==> src/hw/rtl/ietlv_pkg.sv <==
// ----------------------------------------------------------------------------
// ietlv_pkg
// Types, register indexes and reset values shared by the information-element
// scanner.
// ----------------------------------------------------------------------------
package ietlv_pkg;

   localparam int OUI_BYTES_DEF = 8;

   localparam int REG_IDX_W = 2;
   localparam int CSR_DATA_W = 64;

   localparam logic [REG_IDX_W-1:0] REG_TARGET_ID   = 2'd0;
   localparam logic [REG_IDX_W-1:0] REG_MATCH_OUI   = 2'd1;
   localparam logic [REG_IDX_W-1:0] REG_OUI_LEN     = 2'd2;
   localparam logic [REG_IDX_W-1:0] REG_OUI_PATTERN = 2'd3;

   localparam logic [7:0] TARGET_ID_RST = 8'd221;
   localparam logic       MATCH_OUI_RST = 1'b0;
   localparam logic [3:0] OUI_LEN_RST   = 4'd3;
   localparam logic [CSR_DATA_W-1:0] OUI_PATTERN_RST = '0;

   typedef enum logic [1:0] {
      PH_ID   = 2'd0,
      PH_LEN  = 2'd1,
      PH_BODY = 2'd2
   } phase_type;

endpackage

==> src/hw/rtl/info_element_tlv_scanner_unit.sv <==
// ----------------------------------------------------------------------------
// info_element_tlv_scanner_unit
// Scans an information-element buffer byte by byte for a target element id
// with an optional OUI prefix, and checks that the buffer is well formed.
// ----------------------------------------------------------------------------
// Usage:
// The req channel carries one buffer byte per word in req_tdata, with
// req_tlast marking the final byte of a buffer. Every byte updates the parse
// state in the cycle it is accepted; no result word is produced except for a
// byte with req_tlast set. That word is registered and appears on the rsp
// channel in the cycle after the byte is accepted; it carries found, the
// matching element's offset and the well-formed flag. The parse state is
// then cleared for the next buffer.
// A byte can be accepted in every cycle unless the output stalls. The
// result register is the only buffer on the output: while a result waits
// and rsp_tready is low, req_tready is low too until the word is taken.
// The csr port writes the target id, the OUI enable, the OUI length and the
// OUI pattern; it should only be used while no buffer is in progress.
// Reset is synchronous: it restores the register defaults, clears the parse
// state and empties the result register.
// ----------------------------------------------------------------------------
module info_element_tlv_scanner_unit #(
   parameter int OUI_BYTES = ietlv_pkg::OUI_BYTES_DEF
) (
   input  logic                             clock,
   input  logic                             reset,
   // req_tdata: [7:0] data_byte
   input  logic                             req_tvalid,
   output logic                             req_tready,
   input  logic [7:0]                       req_tdata,
   input  logic                             req_tlast,
   // rsp_tdata: [0] found, [16:1] match_offset, [17] well_formed, [23:18] zero
   output logic                             rsp_tvalid,
   input  logic                             rsp_tready,
   output logic [23:0]                      rsp_tdata,
   input  logic                             csr_we,
   input  logic [ietlv_pkg::REG_IDX_W-1:0]  csr_index,
   input  logic [ietlv_pkg::CSR_DATA_W-1:0] csr_wdata
);

   localparam logic [3:0] OUI_MAX = 4'(OUI_BYTES);

   logic [7:0]  target_id_ff;
   logic        match_oui_ff;
   logic [3:0]  oui_len_ff;
   logic [63:0] oui_pattern_ff;

   logic [15:0]          pos_ff, pos_in;
   ietlv_pkg::phase_type phase_ff, phase_in;
   logic [15:0]          start_ff, start_in;
   logic [7:0]           remain_ff, remain_in;
   logic [3:0]           cidx_ff, cidx_in;
   logic                 cok_ff, cok_in;
   logic                 cand_ff, cand_in;
   logic                 found_ff, found_in;
   logic [15:0]          mpos_ff, mpos_in;
   logic                 stop_ff, stop_in;

   logic        rsp_valid_ff, rsp_valid_in;
   logic [17:0] rsp_data_ff, rsp_data_in;

   logic       accept;
   logic       done;
   logic       elem_ok;
   logic [3:0] eff_len;
   logic [7:0] pat_byte;

   assign req_tready = !rsp_valid_ff || rsp_tready;
   assign accept     = req_tvalid && req_tready;
   assign rsp_tvalid = rsp_valid_ff;
   assign rsp_tdata  = {6'd0, rsp_data_ff};

   assign eff_len  = (oui_len_ff > OUI_MAX) ? OUI_MAX : oui_len_ff;
   assign pat_byte = oui_pattern_ff[8*cidx_ff[2:0] +: 8];

   always_comb begin
      pos_in    = pos_ff + 16'd1;
      phase_in  = phase_ff;
      start_in  = start_ff;
      remain_in = remain_ff;
      cidx_in   = cidx_ff;
      cok_in    = cok_ff;
      cand_in   = cand_ff;
      found_in  = found_ff;
      mpos_in   = mpos_ff;
      stop_in   = stop_ff;
      done      = 1'b0;
      elem_ok   = 1'b0;
      rsp_data_in = rsp_data_ff;

      case (phase_ff)
         ietlv_pkg::PH_ID: begin
            start_in = pos_ff;
            cand_in  = !stop_ff && (req_tdata == target_id_ff);
            phase_in = ietlv_pkg::PH_LEN;
         end
         ietlv_pkg::PH_LEN: begin
            remain_in = req_tdata;
            cidx_in   = 4'd0;
            cok_in    = 1'b1;
            if (req_tdata == 8'd0) begin
               done = 1'b1;
            end else begin
               phase_in = ietlv_pkg::PH_BODY;
            end
         end
         ietlv_pkg::PH_BODY: begin
            if (cand_ff && match_oui_ff && (cidx_ff < eff_len)) begin
               if (pat_byte != req_tdata) begin
                  cok_in = 1'b0;
               end
               cidx_in = cidx_ff + 4'd1;
            end
            remain_in = remain_ff - 8'd1;
            done      = (remain_in == 8'd0);
         end
         default: begin
            phase_in = ietlv_pkg::PH_ID;
         end
      endcase

      if (done) begin
         elem_ok = !match_oui_ff || (cok_in && (cidx_in >= eff_len));
         if (cand_ff && !stop_ff && elem_ok) begin
            found_in = 1'b1;
            mpos_in  = start_ff;
            stop_in  = 1'b1;
         end
         cand_in  = 1'b0;
         phase_in = ietlv_pkg::PH_ID;
      end

      if (req_tlast) begin
         rsp_data_in = {phase_in == ietlv_pkg::PH_ID,
                        found_in ? mpos_in : 16'd0,
                        found_in};
         pos_in    = 16'd0;
         phase_in  = ietlv_pkg::PH_ID;
         start_in  = 16'd0;
         remain_in = 8'd0;
         cidx_in   = 4'd0;
         cok_in    = 1'b1;
         cand_in   = 1'b0;
         found_in  = 1'b0;
         mpos_in   = 16'd0;
         stop_in   = 1'b0;
      end
   end

   always_comb begin
      rsp_valid_in = rsp_valid_ff;
      if (rsp_tready) begin
         rsp_valid_in = 1'b0;
      end
      if (accept && req_tlast) begin
         rsp_valid_in = 1'b1;
      end
   end

   always_ff @(posedge clock) begin
      if (reset) begin
         target_id_ff   <= ietlv_pkg::TARGET_ID_RST;
         match_oui_ff   <= ietlv_pkg::MATCH_OUI_RST;
         oui_len_ff     <= ietlv_pkg::OUI_LEN_RST;
         oui_pattern_ff <= ietlv_pkg::OUI_PATTERN_RST;
      end else if (csr_we) begin
         case (csr_index)
            ietlv_pkg::REG_TARGET_ID:   target_id_ff   <= csr_wdata[7:0];
            ietlv_pkg::REG_MATCH_OUI:   match_oui_ff   <= csr_wdata[0];
            ietlv_pkg::REG_OUI_LEN:     oui_len_ff     <= csr_wdata[3:0];
            ietlv_pkg::REG_OUI_PATTERN: oui_pattern_ff <= csr_wdata;
            default: begin
            end
         endcase
      end
   end

   always_ff @(posedge clock) begin
      if (reset) begin
         pos_ff       <= 16'd0;
         phase_ff     <= ietlv_pkg::PH_ID;
         start_ff     <= 16'd0;
         remain_ff    <= 8'd0;
         cidx_ff      <= 4'd0;
         cok_ff       <= 1'b1;
         cand_ff      <= 1'b0;
         found_ff     <= 1'b0;
         mpos_ff      <= 16'd0;
         stop_ff      <= 1'b0;
         rsp_valid_ff <= 1'b0;
      end else begin
         rsp_valid_ff <= rsp_valid_in;
         if (accept) begin
            pos_ff    <= pos_in;
            phase_ff  <= phase_in;
            start_ff  <= start_in;
            remain_ff <= remain_in;
            cidx_ff   <= cidx_in;
            cok_ff    <= cok_in;
            cand_ff   <= cand_in;
            found_ff  <= found_in;
            mpos_ff   <= mpos_in;
            stop_ff   <= stop_in;
         end
      end
   end

   always_ff @(posedge clock) begin
      if (accept && req_tlast) begin
         rsp_data_ff <= rsp_data_in;
      end
   end

`ifndef SYNTHESIS
   a_search_stops_on_match: assert property (@(posedge clock) disable iff (reset)
      stop_ff == found_ff)
      else $error("search stop flag disagrees with match flag");

   a_offset_zero_without_match: assert property (@(posedge clock) disable iff (reset)
      !found_ff |-> (mpos_ff == 16'd0))
      else $error("match offset set without a match");

   a_compare_index_bounded: assert property (@(posedge clock) disable iff (reset)
      cidx_ff <= OUI_MAX)
      else $error("OUI compare index beyond the OUI length");

   a_result_from_last_byte: assert property (@(posedge clock) disable iff (reset)
      $rose(rsp_valid_ff) |-> $past(accept && req_tlast))
      else $error("result word without a final buffer byte");

   a_clear_after_last: assert property (@(posedge clock) disable iff (reset)
      accept && req_tlast |=> (pos_ff == 16'd0) && (phase_ff == ietlv_pkg::PH_ID))
      else $error("parse state not cleared after the final byte");
`endif

endmodule
==> config.mk <==
export PLATFORM = sky130hd
export DESIGN_NAME = info_element_tlv_scanner_unit
export DESIGN_NICKNAME = d
export VERILOG_FILES = /design/src/hw/rtl/ietlv_pkg.sv /design/src/hw/rtl/info_element_tlv_scanner_unit.sv
export SDC_FILE = /design/constraint.sdc
export NUM_CORES = 1
export LEC_CHECK = 0
export ABC_AREA = 1
export BUFFER_PORTS_ARGS = -buffer_cell sky130_fd_sc_hd__buf_4
export CAP_MARGIN = 10
export CORE_ASPECT_RATIO = 1.1
export CORE_MARGIN = 3
export CORE_UTILIZATION = 45
export DETAILED_ROUTE_END_ITERATION = 16
export PLACE_DENSITY = 0.68
export SYNTH_ARGS = -nofsm -noshare
export SYNTH_HDL_FRONTEND = slang
export SYNTH_SLANG_ARGS = --single-unit
==> constraint.sdc <==
create_clock -name clock -period 3.7 [get_ports clock]
set_input_delay 0.37 -clock clock [delete_from_list [all_inputs] [get_ports clock]]
set_output_delay 0.37 -clock clock [all_outputs]
set_load 0.05 [all_outputs]
==> flow_summary.json <==
{
  "ys_seq_area_frac": 0.4409,
  "initial_core_util": 0.4674,
  "antenna_found_initial": 0,
  "yosys-top-cells-count": "210 x nand2_1, 167 x inv_1, 144 x dfxtp_1",
  "ys_warn_count": 0,
  "synth_top_area_share": 0.3713,
  "switchingPower_mw": 0.9740,
  "portBuffers": 99,
  "tightestPinTransition_ns": 0.5725,
  "drive_above_1_share": 0.1464,
  "die_width_um": 131.2,
  "p_leak_nw": 3.716,
  "synth.most_common_cell": "nand2_1",
  "hpwlAfterDp_um": 13110,
  "p_seq_frac": 0.481,
  "grt_pass1_vias": 6244,
  "slew_headroom": 0.6179,
  "cts.htree.levels": 4,
  "grt_pass1_wl_um": 30040,
  "period_share": 0.9114,
  "yosysTopAreaCell": "dfxtp_1",
  "fillers": 1623,
  "outcome": "completed",
  "reg2regPathDepth": 21,
  "gp_congestion": 0.8353,
  "hp-class": "primary input to register",
  "path_class": "register to register",
  "min-delay-start": "csr_wdata[4]",
  "dr.pass1.iters": 7,
  "start_kind": "register",
  "globalRoute.totalOverflow": 0,
  "clkLatencyLatePin_ns": 0.43,
  "wl_um": 18370,
  "ys.flop_type": "dfxtp_1",
  "vias": 6902,
  "critPathRequiredTime_ns": 3.88,
  "synth-edff-count": 18,
  "startpoint": "oui_len_ff[3]$_SDFFE_PP0P_",
  "avgSynthCellArea_um2": 7.223,
  "synth.area.top_cells": "dfxtp_1 37%, nand2_1 10%, inv_1 8.1%, a21oi_1 8.0%, edfxtp_1 7.0%",
  "ir_worst_vdd_v": 0.0003348,
  "r2r_setup_slack_ns": 0.33,
  "power_mw": 3.861,
  "hold_path_depth": 3,
  "drcViolationCount": 0,
  "via_per_inst": 4.941,
  "ant_nets": 0,
  "finalSetupViolations": 0,
  "stdcell_count": 1397,
  "r2r-end": "rsp_data_ff[2]$_SDFFCE_PN0P_",
  "switching_share": 0.2523,
  "cts_hold_buf": 0,
  "fmax_mhz": 296.5,
  "worstHoldEndpoint": "target_id_ff[4]$_SDFFE_PP1P_",
  "cts_buffers": 17,
  "cp.arrival_ns": 3.55,
  "antenna_cells": 0,
  "io_pins": 106,
  "hold_slack_ns": 0.1562,
  "synth_seq_cells": 162,
  "cts.clk_slew.worst_paths_ns": 0.06,
  "grt_max_degree": 50,
  "tns_ns": 0,
  "fin_crit_ns": 3.372,
  "synthCells": 1075,
  "cts_tree": "done",
  "end_kind": "register",
  "power_density_mw_per_mm2": 419.6,
  "coreArea_mm2": 0.01661,
  "nets": 1250,
  "finalClockSkew_ns": 0.01598,
  "final-hold-violation-count": 0,
  "drv_cap": 0,
  "slew_violations": 0,
  "synthArstFlopShare": 0,
  "core.rowCount": 49,
  "dpl.cell_count": 1364,
  "die_h_um": 143.8,
  "grt.total_usage": 0.1954,
  "syn_area_mm2": 0.007765,
  "cts-root-buf": "clkbuf_16",
  "syn_to_final_growth_pct": 18.50,
  "p_comb_frac": 0.104,
  "clock-sinks": 162,
  "dieArea_mm2": 0.01887,
  "cts_max_path_buffers": 2,
  "p_clk_frac": 0.416,
  "reg2reg_from": "oui_len_ff[3]$_SDFFE_PP0P_",
  "wire_per_inst_um": 13.15,
  "drtIter0Drc": 398,
  "ys_types": 40,
  "path_max_fanout": 17,
  "p_int_mw": 2.887
}
state kept, by name, indices dropped and copies added (netlist names):
register / flops
rsp_data_ff: 18
found_ff: 1
start_ff: 16
stop_ff: 1
oui_len_ff: 4
phase_ff: 2
match_oui_ff: 1
oui_pattern_ff: 64
remain_ff: 8
cand_ff: 1
pos_ff: 16
rsp_tvalid: 1
mpos_ff: 16
target_id_ff: 8
cok_ff: 1
cidx_ff: 4
through the flow:
step | setup WS [ns] | cell area, µm² | utilization
after global placement | 0.2245 | 8625 | 0.5191
after CTS | 0.09115 | 9161 | 0.5514
after detailed placement | 0.1263 | 8625 | 0.5191
after global routing | -0.002993 | 9201 | 0.5538
final | 0.3278 | 9201 | 0.5538
after floorplan | 0.5757 | 7784 | -
final cells by class:
class,count,area (µm²),share of cell area
clock buffers,23,478.0,0.05194
clock inverters,9,58.81,0.006391
inverters,171,646.9,0.07030
multi-input cells,689,3436,0.3734
flip-flops and latches,162,3423,0.3720
well taps,229,286.5,0.03114
repair buffers,114,872.1,0.09478
worst max path at each step:
stage | cells past startpoint | to
2_1_floorplan | 21 | rsp_data_ff[10]$_SDFFCE_PN0P_
3_3_place_gp | 20 | rsp_data_ff[12]$_SDFFCE_PN0P_
3_5_place_dp | 20 | rsp_data_ff[2]$_SDFFCE_PN0P_
4_1_cts | 20 | rsp_data_ff[2]$_SDFFCE_PN0P_
5_1_grt | 21 | rsp_data_ff[2]$_SDFFCE_PN0P_
6_report | 21 | rsp_data_ff[2]$_SDFFCE_PN0P_
critical path: stages (launching register included):
cell      delay [ns]
dfxtp_1         0.32
inv_1           0.11
nand2_1         0.10
ha_1            0.28
a21oi_1         0.13
nand3b_1        0.11
nand4_1         0.10
nor2_2          0.16
nand2_1         0.12
nor3_2          0.15
a21oi_1         0.09
o21a_1          0.13
ha_1            0.31
a21oi_1         0.16
nand3_1         0.10
nand2_2         0.09
nand2_4         0.14
nand2_8         0.13
inv_2           0.06
nor2_4          0.12
buf_12          0.14
nor2_1          0.05
power groups by stage:
stage | Sequential (mW) | Combinational (mW) | Clock, mW
after floorplan | 1.91 | 0.236 | 0
after CTS | 1.86 | 0.404 | 1.63
final | 1.86 | 0.401 | 1.60
after detailed placement | 1.89 | 0.402 | 0
after global placement | 1.89 | 0.397 | 0
after global routing | 1.86 | 0.449 | 1.71
layer usage:
metal | GRT usage | routed length, µm | vias up | share of wire
met1 | 0.2298 | 8058 | 3092 | 0.44
met4 | 0.08347 | 418 | 0 | 0.023
met5 | 0 | 0 | - | 0
met3 | 0.03641 | 715 | 28 | 0.039
li1 | - | - | 3636 | -
met2 | 0.3529 | 9179 | 146 | 0.50
layout by cell type, fill, tap and decap left out, drive strengths merged:
cell type,count
nand2,223
inv,170
dfxtp,144
a21oi,124
buf,114
nand3,108
o21ai,77
nor2,60
clkbuf,23
edfxtp,18
nor3,17
ha,15
o22ai,13
o211ai,12
conb,6
clkinv,6
nand4,5
xor2,5
nor4,5
a211oi,4
clkinvlp,4
xnor2,3
nand3b,2
o21a,2
o2111ai,2
a31oi,2
a21o,1
nor3b,1
or2,1
a221oi,1
timing repair:
item                                    in CTS  in global routing
resized for setup                            0                  4
buffers inserted                             0                  1
endpoints found under the setup margin       0                 26
hold endpoints to repair                     0                  0
logic make-up after synthesis:
family,synth area share
other,0.0004829
AND/OR/NAND/NOR,0.2385
XOR/XNOR,0.009024
buffers and inverters,0.1228
flip-flops,0.4409
AO/OA/AOI/OAI,0.1642
adder cells (fa/ha/maj),0.02417
(Power assumes the default switching activity.)
